## config.mk

```make
export PLATFORM = sky130hd
export DESIGN_NAME = ethernet_ip_header_validator_unit
export DESIGN_NICKNAME = d
export VERILOG_FILES = /design/src/sv/ehv_pkg.sv /design/src/sv/ehv_front.sv /design/src/sv/ehv_queue.sv /design/src/sv/ehv_back.sv /design/src/sv/ethernet_ip_header_validator_unit.sv
export VERILOG_INCLUDE_DIRS = /design/src /design/src/sv
export SDC_FILE = /design/constraint.sdc
export NUM_CORES = 1
export LEC_CHECK = 0
export ABC_AREA = 1
export BUFFER_PORTS_ARGS = -buffer_cell sky130_fd_sc_hd__buf_4
export CELL_PAD_IN_SITES_DETAIL_PLACEMENT = 0
export CELL_PAD_IN_SITES_GLOBAL_PLACEMENT = 1
export CORE_AREA = 2 2 217 219
export DETAILED_ROUTE_END_ITERATION = 10
export DIE_AREA = 0 0 219 221
export GPL_TIMING_DRIVEN = 0
export PLACE_DENSITY = 0.78
export RECOVER_POWER = 50
export SETUP_SLACK_MARGIN = 0.05
export SLEW_MARGIN = 20
export SYNTH_ARGS = -nofsm -noshare
export SYNTH_HDL_FRONTEND = slang
export SYNTH_HIERARCHICAL = 1
export SYNTH_SLANG_ARGS = --single-unit
```

## constraint.sdc

```tcl
create_clock -name clk -period 6.2 [get_ports clk]
set_clock_uncertainty 0.1 [all_clocks]
set_input_delay 0.31 -clock clk [delete_from_list [all_inputs] [get_ports clk]]
set_output_delay 0.31 -clock clk [all_outputs]
set_load 0.03 [all_outputs]
```

## src/sv/assert_macros.svh

```systemverilog
// assertion helpers, sampled on clk and disabled during reset
`ifndef ASSERT_MACROS_SVH
`define ASSERT_MACROS_SVH

// same-cycle implication
`define ASSERT_IMPLY(lbl, ante, cons, msg) \
  lbl: assert property (@(posedge clk) disable iff (!rst_n) (ante) |-> (cons)) \
    else $error(msg);

// next-cycle implication
`define ASSERT_NEXT(lbl, ante, cons, msg) \
  lbl: assert property (@(posedge clk) disable iff (!rst_n) (ante) |=> (cons)) \
    else $error(msg);

`endif

```

## src/sv/ehv_pkg.sv

```systemverilog
`default_nettype none
package ehv_pkg;

  localparam int MaxFrameBytesDefault = 2048;
  localparam int QueueDepthDefault    = 2;

  localparam logic [11:0] EthLen  = 12'd14;
  localparam logic [11:0] ArpEnd  = 12'd42;
  localparam logic [15:0] EtypeIp  = 16'h0800;
  localparam logic [15:0] EtypeArp = 16'h0806;
  localparam logic [7:0]  ProtoIcmp = 8'd1;
  localparam logic [7:0]  ProtoTcp  = 8'd6;
  localparam logic [7:0]  ProtoUdp  = 8'd17;

  typedef enum logic [3:0] {
    OC_SHORT_ETH = 4'd0,
    OC_UNKNOWN   = 4'd1,
    OC_IP_SHORT  = 4'd2,
    OC_ARP_SHORT = 4'd3,
    OC_ARP_FMT   = 4'd4,
    OC_ARP_OK    = 4'd5,
    OC_IHL_OVER  = 4'd6,
    OC_LEN_OVER  = 4'd7,
    OC_FRAGMENT  = 4'd8,
    OC_PROTO     = 4'd9,
    OC_L4_SHORT  = 4'd10,
    OC_OK        = 4'd11
  } outcome_t;

  typedef enum logic [1:0] {
    KIND_ICMP = 2'd0,
    KIND_TCP  = 2'd1,
    KIND_UDP  = 2'd2,
    KIND_NONE = 2'd3
  } kind_t;

  typedef struct packed {
    logic [7:0] frame_byte;
    logic       last_byte;
  } in_item_t;

  typedef struct packed {
    outcome_t    outcome;
    logic [11:0] end_offset;
    kind_t       transport_kind;
    logic [11:0] transport_offset;
    logic [11:0] payload_offset;
    logic        payload_valid;
    logic        length_saturated;
  } out_item_t;

  // header fields captured for one frame, handed from front to back
  typedef struct packed {
    logic [11:0] len;
    logic [15:0] ether_type;
    logic        arp_ok;
    logic [3:0]  hdr_words;
    logic [15:0] ip_len;
    logic        frag_nz;
    logic [7:0]  proto;
    logic [3:0]  tcp_words;
    logic [15:0] udp_len;
    logic [7:0]  icmp_type;
    logic        ovf;
  } snap_t;

  typedef struct packed {
    logic full;
    logic empty;
  } q_stat_t;

endpackage
`default_nettype wire

```

## src/sv/ehv_front.sv

```systemverilog
`default_nettype none
module ehv_front import ehv_pkg::*; #(
  parameter int MAX_FRAME_BYTES = MaxFrameBytesDefault
) (
  input  wire logic     clk,
  input  wire logic     rst_n,
  input  wire logic     in_valid,
  input  wire logic     in_stall,
  input  wire in_item_t in_data,
  output logic          push,
  output snap_t         snap
);

  localparam logic [11:0] MaxBytes = 12'(MAX_FRAME_BYTES);

  logic [11:0] cnt_r, cnt_nxt;
  logic [15:0] etype_r, etype_nxt;
  logic        arp_ok_r, arp_ok_nxt;
  logic [3:0]  hw_r, hw_nxt;
  logic [15:0] iplen_r, iplen_nxt;
  logic [15:0] frag_r, frag_nxt;
  logic [7:0]  proto_r, proto_nxt;
  logic [3:0]  tcpw_r, tcpw_nxt;
  logic [15:0] udpl_r, udpl_nxt;
  logic [7:0]  ityp_r, ityp_nxt;
  logic        ovf_r, ovf_nxt;
  logic        acc, inrange;
  logic [7:0]  b;
  logic [11:0] tp;

  assign acc     = in_valid && !in_stall;
  assign b       = in_data.frame_byte;
  assign inrange = cnt_r < MaxBytes;
  assign push    = acc && in_data.last_byte;

  always_comb begin
    cnt_nxt    = cnt_r;
    etype_nxt  = etype_r;
    arp_ok_nxt = arp_ok_r;
    hw_nxt     = hw_r;
    iplen_nxt  = iplen_r;
    frag_nxt   = frag_r;
    proto_nxt  = proto_r;
    tcpw_nxt   = tcpw_r;
    udpl_nxt   = udpl_r;
    ityp_nxt   = ityp_r;
    ovf_nxt    = ovf_r;
    tp         = '0;
    if (inrange) begin
      case (cnt_r)
        12'd12: etype_nxt[15:8] = b;
        12'd13: etype_nxt[7:0]  = b;
        12'd14: begin
          hw_nxt = b[3:0];
          if (b != 8'h00) arp_ok_nxt = 1'b0;
        end
        12'd15: if (b != 8'h01) arp_ok_nxt = 1'b0;
        12'd16: begin
          iplen_nxt[15:8] = b;
          if (b != 8'h08) arp_ok_nxt = 1'b0;
        end
        12'd17: begin
          iplen_nxt[7:0] = b;
          if (b != 8'h00) arp_ok_nxt = 1'b0;
        end
        12'd18: if (b != 8'd6) arp_ok_nxt = 1'b0;
        12'd19: if (b != 8'd4) arp_ok_nxt = 1'b0;
        12'd20: frag_nxt[15:8] = b;
        12'd21: frag_nxt[7:0]  = b;
        12'd23: proto_nxt = b;
        default: ;
      endcase
      // transport header position follows the (possibly just captured) ihl
      tp = EthLen + {6'd0, hw_nxt, 2'b00};
      if (cnt_r == tp)          ityp_nxt = b;
      if (cnt_r == tp + 12'd4)  udpl_nxt[15:8] = b;
      if (cnt_r == tp + 12'd5)  udpl_nxt[7:0]  = b;
      if (cnt_r == tp + 12'd12) tcpw_nxt = b[7:4];
      cnt_nxt = cnt_r + 12'd1;
    end else begin
      ovf_nxt = 1'b1;
    end
  end

  always_comb begin
    snap.len        = cnt_nxt;
    snap.ether_type = etype_nxt;
    snap.arp_ok     = arp_ok_nxt;
    snap.hdr_words  = hw_nxt;
    snap.ip_len     = iplen_nxt;
    snap.frag_nz    = frag_nxt[13:0] != 14'd0;
    snap.proto      = proto_nxt;
    snap.tcp_words  = tcpw_nxt;
    snap.udp_len    = udpl_nxt;
    snap.icmp_type  = ityp_nxt;
    snap.ovf        = ovf_nxt;
  end

  always_ff @(posedge clk) begin
    if (!rst_n || push) begin
      cnt_r    <= '0;
      etype_r  <= '0;
      arp_ok_r <= 1'b1;
      hw_r     <= '0;
      iplen_r  <= '0;
      frag_r   <= '0;
      proto_r  <= '0;
      tcpw_r   <= '0;
      udpl_r   <= '0;
      ityp_r   <= '0;
      ovf_r    <= 1'b0;
    end else if (acc) begin
      cnt_r    <= cnt_nxt;
      etype_r  <= etype_nxt;
      arp_ok_r <= arp_ok_nxt;
      hw_r     <= hw_nxt;
      iplen_r  <= iplen_nxt;
      frag_r   <= frag_nxt;
      proto_r  <= proto_nxt;
      tcpw_r   <= tcpw_nxt;
      udpl_r   <= udpl_nxt;
      ityp_r   <= ityp_nxt;
      ovf_r    <= ovf_nxt;
    end
  end

endmodule
`default_nettype wire

```

## src/sv/ehv_queue.sv

```systemverilog
`default_nettype none
module ehv_queue import ehv_pkg::*; #(
  parameter int DEPTH = QueueDepthDefault
) (
  input  wire logic  clk,
  input  wire logic  rst_n,
  input  wire logic  push,
  input  wire snap_t wr_data,
  input  wire logic  pop,
  output snap_t      rd_data,
  output q_stat_t    stat
);

  localparam int PW = (DEPTH > 1) ? $clog2(DEPTH) : 1;
  localparam int CW = $clog2(DEPTH + 1);
  localparam logic [PW-1:0] LastPtr = PW'(DEPTH - 1);
  localparam logic [CW-1:0] Full    = CW'(DEPTH);

  snap_t           mem_r [DEPTH];
  logic [PW-1:0]   wp_r, rp_r;
  logic [CW-1:0]   cnt_r;

  assign stat.full  = cnt_r == Full;
  assign stat.empty = cnt_r == '0;
  assign rd_data    = mem_r[rp_r];

  always_ff @(posedge clk) begin
    if (!rst_n) begin
      wp_r  <= '0;
      rp_r  <= '0;
      cnt_r <= '0;
    end else begin
      if (push) wp_r <= (wp_r == LastPtr) ? '0 : wp_r + 1'b1;
      if (pop)  rp_r <= (rp_r == LastPtr) ? '0 : rp_r + 1'b1;
      if (push && !pop)      cnt_r <= cnt_r + 1'b1;
      else if (pop && !push) cnt_r <= cnt_r - 1'b1;
    end
  end

  always_ff @(posedge clk) begin
    if (push) mem_r[wp_r] <= wr_data;
  end

endmodule
`default_nettype wire

```

## src/sv/ehv_back.sv

```systemverilog
`default_nettype none
module ehv_back import ehv_pkg::*; (
  input  wire logic  clk,
  input  wire logic  rst_n,
  input  wire snap_t head,
  input  wire logic  head_valid,
  output logic       pop,
  output logic       out_valid,
  input  wire logic  out_stall,
  output out_item_t  out_data
);

  out_item_t res_r, res_nxt;
  logic      vld_r;

  // icmp message sizes; known types only
  function automatic logic [4:0] icmp_size(input logic [7:0] t);
    case (t)
      8'd0, 8'd3, 8'd4, 8'd5, 8'd8, 8'd9, 8'd10, 8'd11, 8'd12,
      8'd15, 8'd16, 8'd37:                 icmp_size = 5'd4;
      8'd17, 8'd18, 8'd38:                 icmp_size = 5'd8;
      8'd13, 8'd14:                        icmp_size = 5'd16;
      default:                             icmp_size = 5'd0;
    endcase
  endfunction

  function automatic logic icmp_known(input logic [7:0] t);
    case (t)
      8'd0, 8'd3, 8'd4, 8'd5, 8'd8, 8'd9, 8'd10, 8'd11, 8'd12, 8'd13,
      8'd14, 8'd15, 8'd16, 8'd17, 8'd18, 8'd37, 8'd38: icmp_known = 1'b1;
      default:                                         icmp_known = 1'b0;
    endcase
  endfunction

  always_comb begin
    logic [11:0] len, eth_hl;
    logic [16:0] ip_end, end17, tp17, q17, th17;
    outcome_t    oc;
    kind_t       kind;
    logic [11:0] endo, toff, poff;
    logic        pv;

    len    = head.len;
    eth_hl = EthLen + {6'd0, head.hdr_words, 2'b00};
    ip_end = 17'(EthLen) + {1'b0, head.ip_len};
    tp17   = {5'd0, eth_hl};
    oc     = OC_OK;
    kind   = KIND_NONE;
    endo   = len;
    toff   = '0;
    poff   = '0;
    pv     = 1'b0;
    th17   = '0;
    end17  = '0;
    q17    = '0;
    if (len < EthLen) begin
      oc = OC_SHORT_ETH;
    end else if (head.ether_type == EtypeArp) begin
      if (len < EthLen + 12'd8) oc = OC_ARP_SHORT;
      else if (!head.arp_ok) oc = OC_ARP_FMT;
      else begin
        oc   = OC_ARP_OK;
        poff = EthLen + 12'd8;
        pv   = len >= ArpEnd;
        if (len > ArpEnd) endo = ArpEnd;
      end
    end else if (head.ether_type != EtypeIp) begin
      oc = OC_UNKNOWN;
    end else if (len < EthLen + 12'd20) begin
      oc = OC_IP_SHORT;
    end else if (eth_hl > len) begin
      oc = OC_IHL_OVER;
    end else if (ip_end > {5'd0, len}) begin
      oc = OC_LEN_OVER;
    end else if (head.frag_nz) begin
      oc = OC_FRAGMENT;
    end else begin
      endo  = ip_end[11:0];
      end17 = ip_end;
      if (head.proto == ProtoIcmp) begin
        kind = KIND_ICMP;
        th17 = 17'd4;
      end else if (head.proto == ProtoTcp) begin
        kind = KIND_TCP;
        if (tp17 + 17'd20 > end17) oc = OC_L4_SHORT;
        else th17 = {11'd0, head.tcp_words, 2'b00};
      end else if (head.proto == ProtoUdp) begin
        kind = KIND_UDP;
        th17 = 17'd8;
      end else begin
        oc = OC_PROTO;
      end
      q17 = tp17 + th17;
      if (oc == OC_OK && q17 > end17) oc = OC_L4_SHORT;
      if (oc == OC_OK) begin
        toff = eth_hl;
        poff = q17[11:0];
        case (kind)
          KIND_ICMP: pv = icmp_known(head.icmp_type) &&
                          (q17 + {12'd0, icmp_size(head.icmp_type)} <= end17);
          KIND_TCP:  pv = q17 < end17;
          default:   pv = tp17 + {1'b0, head.udp_len} <= end17;
        endcase
      end
    end
    res_nxt.outcome          = oc;
    res_nxt.end_offset       = endo;
    res_nxt.transport_kind   = kind;
    res_nxt.transport_offset = toff;
    res_nxt.payload_offset   = poff;
    res_nxt.payload_valid    = pv;
    res_nxt.length_saturated = head.ovf;
  end

  assign pop       = head_valid && (!vld_r || !out_stall);
  assign out_valid = vld_r;
  assign out_data  = res_r;

  always_ff @(posedge clk) begin
    if (!rst_n) begin
      vld_r <= 1'b0;
    end else if (pop) begin
      vld_r <= 1'b1;
    end else if (!out_stall) begin
      vld_r <= 1'b0;
    end
  end

  always_ff @(posedge clk) begin
    if (pop) res_r <= res_nxt;
  end

endmodule
`default_nettype wire

```

## src/sv/ethernet_ip_header_validator_unit.sv

```systemverilog
`default_nettype none
// Ethernet / IPv4 header validator. Frame bytes enter one per clock on the in_
// channel while in_stall is low, last_byte marking the end of a frame; the block
// never throttles a running frame unless QUEUE_DEPTH verdicts are already waiting
// behind a stalled out_ channel. Header fields are captured at their fixed offsets
// as bytes pass (ethertype, ARP format words, IHL, total length, fragment word,
// protocol, TCP data offset, UDP length, ICMP type), only the first MAX_FRAME_BYTES
// bytes count, and later bytes set length_saturated. One verdict item leaves per
// frame, passing through a queue entry and the output register after the last byte
// is accepted. Sustained rate is one byte per clock while in_stall is low, and a new
// frame may start on the very next clock after a last byte; the queue depth sets
// how many verdicts can pile up behind a stalled output before in_stall rises.
module ethernet_ip_header_validator_unit import ehv_pkg::*; #(
  parameter int MAX_FRAME_BYTES = MaxFrameBytesDefault,
  parameter int QUEUE_DEPTH     = QueueDepthDefault
) (
  input  wire logic      clk,
  input  wire logic      rst_n,
  input  wire logic      in_valid,
  output logic           in_stall,
  input  wire in_item_t  in_data,
  output logic           out_valid,
  input  wire logic      out_stall,
  output out_item_t      out_data
);

`include "assert_macros.svh"

  snap_t   fr_snap, q_head;
  logic    push, pop;
  q_stat_t q_stat;

  // front stalls only when the verdict queue has no room
  assign in_stall = q_stat.full;

  // front: byte counting and header field capture
  ehv_front #(
    .MAX_FRAME_BYTES(MAX_FRAME_BYTES)
  ) u_front (
    .clk      (clk),
    .rst_n    (rst_n),
    .in_valid (in_valid),
    .in_stall (in_stall),
    .in_data  (in_data),
    .push     (push),
    .snap     (fr_snap)
  );

  // short queue of captured frames waiting for a verdict
  ehv_queue #(
    .DEPTH(QUEUE_DEPTH)
  ) u_queue (
    .clk     (clk),
    .rst_n   (rst_n),
    .push    (push),
    .wr_data (fr_snap),
    .pop     (pop),
    .rd_data (q_head),
    .stat    (q_stat)
  );

  // back: verdict and output register
  ehv_back u_back (
    .clk        (clk),
    .rst_n      (rst_n),
    .head       (q_head),
    .head_valid (!q_stat.empty),
    .pop        (pop),
    .out_valid  (out_valid),
    .out_stall  (out_stall),
    .out_data   (out_data)
  );

  // a frame end always leaves something in the queue next cycle
  `ASSERT_NEXT(a_push_lands, in_valid && !in_stall && in_data.last_byte, !q_stat.empty, "frame end lost")
  // a verdict only appears when the queue had one
  `ASSERT_IMPLY(a_out_src, $rose(out_valid), $past(!q_stat.empty), "verdict without frame")
  // arp ok always points payload right after the arp header
  `ASSERT_IMPLY(a_arp_poff, out_valid && out_data.outcome == OC_ARP_OK, out_data.payload_offset == 12'd22 && out_data.end_offset <= 12'd42, "arp offsets")

endmodule
`default_nettype wire

```

==> summary.md <==
| Metric | Value |
|---|---|
| Synth cell types | `slightly below 60` |
| Ys async rst share | `0%` |
| Most used flip-flop cell after synthesis | `edfxtp_1` |
| Post-synthesis compound-gate area fraction | `under 10%` |
| Worst path depth | `43` |
| Final slew viol count | `35` |
| DR vias | `13948` |
| R2R depth | `43` |
| Die area | `48400 sq um` |
| Relative slew margins | `-30.32%` |
| Number of port buffers | `47` |
| First-pass GRT wire length | `73130 microns` |
| Most area-consuming cells after synthesis | `edfxtp_1 36%, dfxtp_1 12%, nand2_1 7.2%` |
| GPL Wtd Cong | `0.9196` |
| Crit path max-delay family | `simple AND/OR/NAND/NOR gates` |
| Crit-path slowest cell | `fa_2` |
| CP required | `6.38 ns` |
| Hold WC Path Type | `in -> reg` |
| Final setup fails | `0` |
| Vias in the first global route | `13219` |
| Initial antenna violation count | `0` |
| TritonCTS clock tree | `built` |
| PD cells | `435.4 nW/um^2` |
| Worst EP arrival | `around 6.3 ns` |
| DP HPWL | `around 35000 microns` |
| Adder-cell share of the synthesized area | `5.758%` |
| Nets | `approximately 2200` |
| Fmax | `0.1636 GHz` |
| Reg clk slew, reported paths | `0.06 ns` |
| Initial Util | `37.65%` |
| Post-layout min period | `about 6.1 ns` |
| Post-layout util | `44.93%` |
| I/O pin count | `59` |
| Worst r2r dst | `u_back/out_data[1]` |
| Post-synth EDFFs | `207` |
| Mapped Cells | `a little under 2000` |
| Maximum vdd drop | `~0.23 mV` |
| Max Root-Sink Buffers | `3` |
| Synthesis-to-finish area growth | `19.34%` |
| Most used cell, CP | `nand2_1` |
| Detailed Route WL | `47460 microns` |
| Post-DRT Antenna Nets | `0` |
| R2r setup slk | `0.09 ns` |
| Vias per cell | `5.032` |
| Capture point of the worst path | `u_back/out_data[1]` |
| Hold Fails Final Rpt | `0` |
| Max_cap viols | `1` |
| Max H-tree Level | `2` |
| Yosys synthesis warning count | `6` |
| CTS Sinks | `313` |
| # fillers | `4363` |
| DP Area | `18630 sq um` |
| Finished Layout Cells | `2772` |
| Die W | `219 microns` |
| Leakage | `9.108 nW` |
| Period utilization | `a little over nine tenths` |
| Outcome | `complete, but fails checks` |
| Crit path max fanout | `5` |
| Slew at the pin closest to its max-slew limit | `around 2 ns` |
| Synth Area in XOR/XNOR | `1.869%` |
| Synth Register Bits | `313` |
| Area share of the largest cell type after synthesis | `35.85%` |
| DP Cell Count | `approximately 2600` |
| Startpoint Class | `register` |
| # diodes | `0` |
| Critical path buffers and inverters | `9` |
| Site Rows | `79` |
| Syn_area_per_cell | `8.838 sq um` |
| CP peak stage delay | `between 0.4 and 0.5 ns` |
| Failing checks | `capacitance limit, slew limit` |
| CP Capture Type | `register` |
| Clk_lat worst skew | `about 0.53 ns` |
| Main combinational cell family by area after synthesis | `simple AND/OR/NAND/NOR gates` |
| Global Route Usage Sum | `19.46%` |
| Tot Pwr | `between 9 and 10 mW` |
| RSZ-0062 raised after global routing | `true` |
| Pin count of the biggest net entering global routing | `54` |
| Final instance area | `between 20000 and 25000 sq um` |
| Area of the core | `about 46000 sq um` |
| Layout cells sized above 1 | `17.55%` |
| Leading area contributor after synthesis | `edfxtp_1` |
| Initial DRC count | `947` |
| Root Buffer Master | `clkbuf_16` |
| Simple-gate area share of the yosys netlist | `21.34%` |
| Seq/Total Area, Yosys | `48.08%` |
| # DRC | `0` |
| Wirelength per Cell | `17.12 microns` |
| CTS Buf Count | `35` |
| DRT Pass-1 Iters | `5` |
| Mux cell area share after synthesis | `6.299%` |
| Fin Setup TNS | `0 ns` |
| Die H | `221 microns` |
| Global route overflow | `0` |
| Synthesized cell area | `17340 sq um` |
| Setup CP Type | `reg -> reg` |
[layout make-up]
| cell class | count | area (sq um) | share of cell area (%) |
|---|---|---|---|
| plain buffers | 71 | 400.4 | 1.935 |
| multi-input cells | 1319 | 8061 | 38.95 |
| well taps | 607 | 759.5 | 3.670 |
| repair buffers | 129 | 924.6 | 4.468 |
| flip-flops and latches | 313 | 8339 | 40.30 |
| clock buffers | 49 | 1001 | 4.837 |
| inverters | 269 | 1039 | 5.018 |
| clock inverters | 15 | 170.2 | 0.8223 |
[worst min path at each step]
stage,cells past startpoint,startpoint,slack (ns),endpoint
after floorplan,2,rst_n,0.33,u_queue/wp_r
after global placement,2,u_front/ovf_r,0.34,u_front/ovf_r
after detailed placement,2,u_front/ovf_r,0.35,u_front/ovf_r
after CTS,5,in_data[0],0.09,u_queue/wp_r
after global routing,5,in_data[1],0.14,u_front/udpl_r[8]
final,5,in_data[0],0.11,u_queue/wp_r
[synth_stat cells (30+ instances only)]
cell	count
a21oi_1	62
nor2_1	270
mux2_2	57
clkbuf_1	41
nand3_1	92
mux2_4	30
o21ai_0	143
o21ai_1	31
edfxtp_1	207
nand2_1	331
ha_1	75
nand4_1	46
inv_1	262
dfxtp_1	106
[cell usage in the layout (no fill, tap or decap), types with 11 or more instances in the layout]
cell type,netlist,routed
nand2_1,331,324
nor2_1,270,259
inv_1,262,248
edfxtp_1,207,207
o21ai_0,143,144
dfxtp_1,106,105
buf_4,14,95
nand3_1,92,90
clkbuf_1,41,88
ha_1,75,63
a21oi_1,62,59
mux2_2,57,57
nand4_1,46,46
clkbuf_16,0,37
mux2_4,30,30
o21ai_1,31,27
xor2_1,25,20
nand2_2,10,18
nor3_1,19,18
nor2_4,10,16
nor2_2,9,14
conb_1,1,12
nor4_1,12,11
ha_4,0,11
[power by group]
| part | leakage, nW | internal, mW | total [mW] | switching [mW] |
|---|---|---|---|---|
| clock | 0.577 | 1.26 | 2.09 | 0.828 |
| sequential | 2.81 | 2.62 | 2.72 | 0.106 |
| combinational | 5.72 | 1.61 | 4.20 | 2.59 |
| total | 9.11 | 5.49 | 9.01 | 3.52 |
[flip-flops by register name, summed over array words and instances, names as in the netlist, named ones only]
name	flops
u_back/out_data	33
u_back/out_valid	1
u_front/arp_ok_r	1
u_front/cnt_r	12
u_front/etype_r	16
u_front/frag_r	14
u_front/hw_r	4
u_front/iplen_r	16
u_front/ityp_r	8
u_front/ovf_r	1
u_front/proto_r	8
u_front/tcpw_r	4
u_front/udpl_r	16
u_queue/cnt_r	2
u_queue/mem_r	174
u_queue/rp_r	1
u_queue/wp_r	1
[logic make-up (layout without fill, tap and decap cells)]
logic type                 count (synthesis)  after routing
and+or+nand+nor                          830            831
buffers and inverters                    342            533
DFF                                      313            313
AOI/OAI and AO/OA                        274            274
muxes                                     87             87
adders and majority gates                 78             78
xor gates and xnor gates                  37             37
other                                      1             12
[through the flow]
stage	worst slack (ns)	hold slack, ns
after CTS	0.05518	0.09357
after global routing	-0.1733	0.1445
after floorplan	0.2444	0.3308
after global placement	-2.704	0.3430
final	0.08818	0.1147
after detailed placement	-1.444	0.3512
[worst reg2reg max path, delay by kind of cell (launching register included)]
kind,cells,cell delay [ns]
buffers and inverters,9,0.76
muxes,1,0.34
AOI/OAI and AO/OA,1,0.15
adders and majority gates,5,1.26
and+or+nand+nor,27,2.89
DFF,1,0.36
[routing by layer]
layer / global-route usage (%) / up-vias / share of wire [%]
li1: - / 6895 / -
met1: 23.74 / 6554 / 42
met2: 34.12 / 378 / 49
met3: 2.653 / 121 / 4.6
met4: 8.391 / 0 / 4.3
met5: 0 / - / 0
[repair_timing]
item                                    in CTS  in global routing
pin swaps                                   35                 52
setup buffers                               53                 25
endpoints found under the setup margin      15                 15
hold buffers                                 2                  0
hold endpoints to repair                     6                  0
cloned                                       0                  1
gates resized for setup                     79                 42
Note: power is estimated with default switching activity, not from simulation.
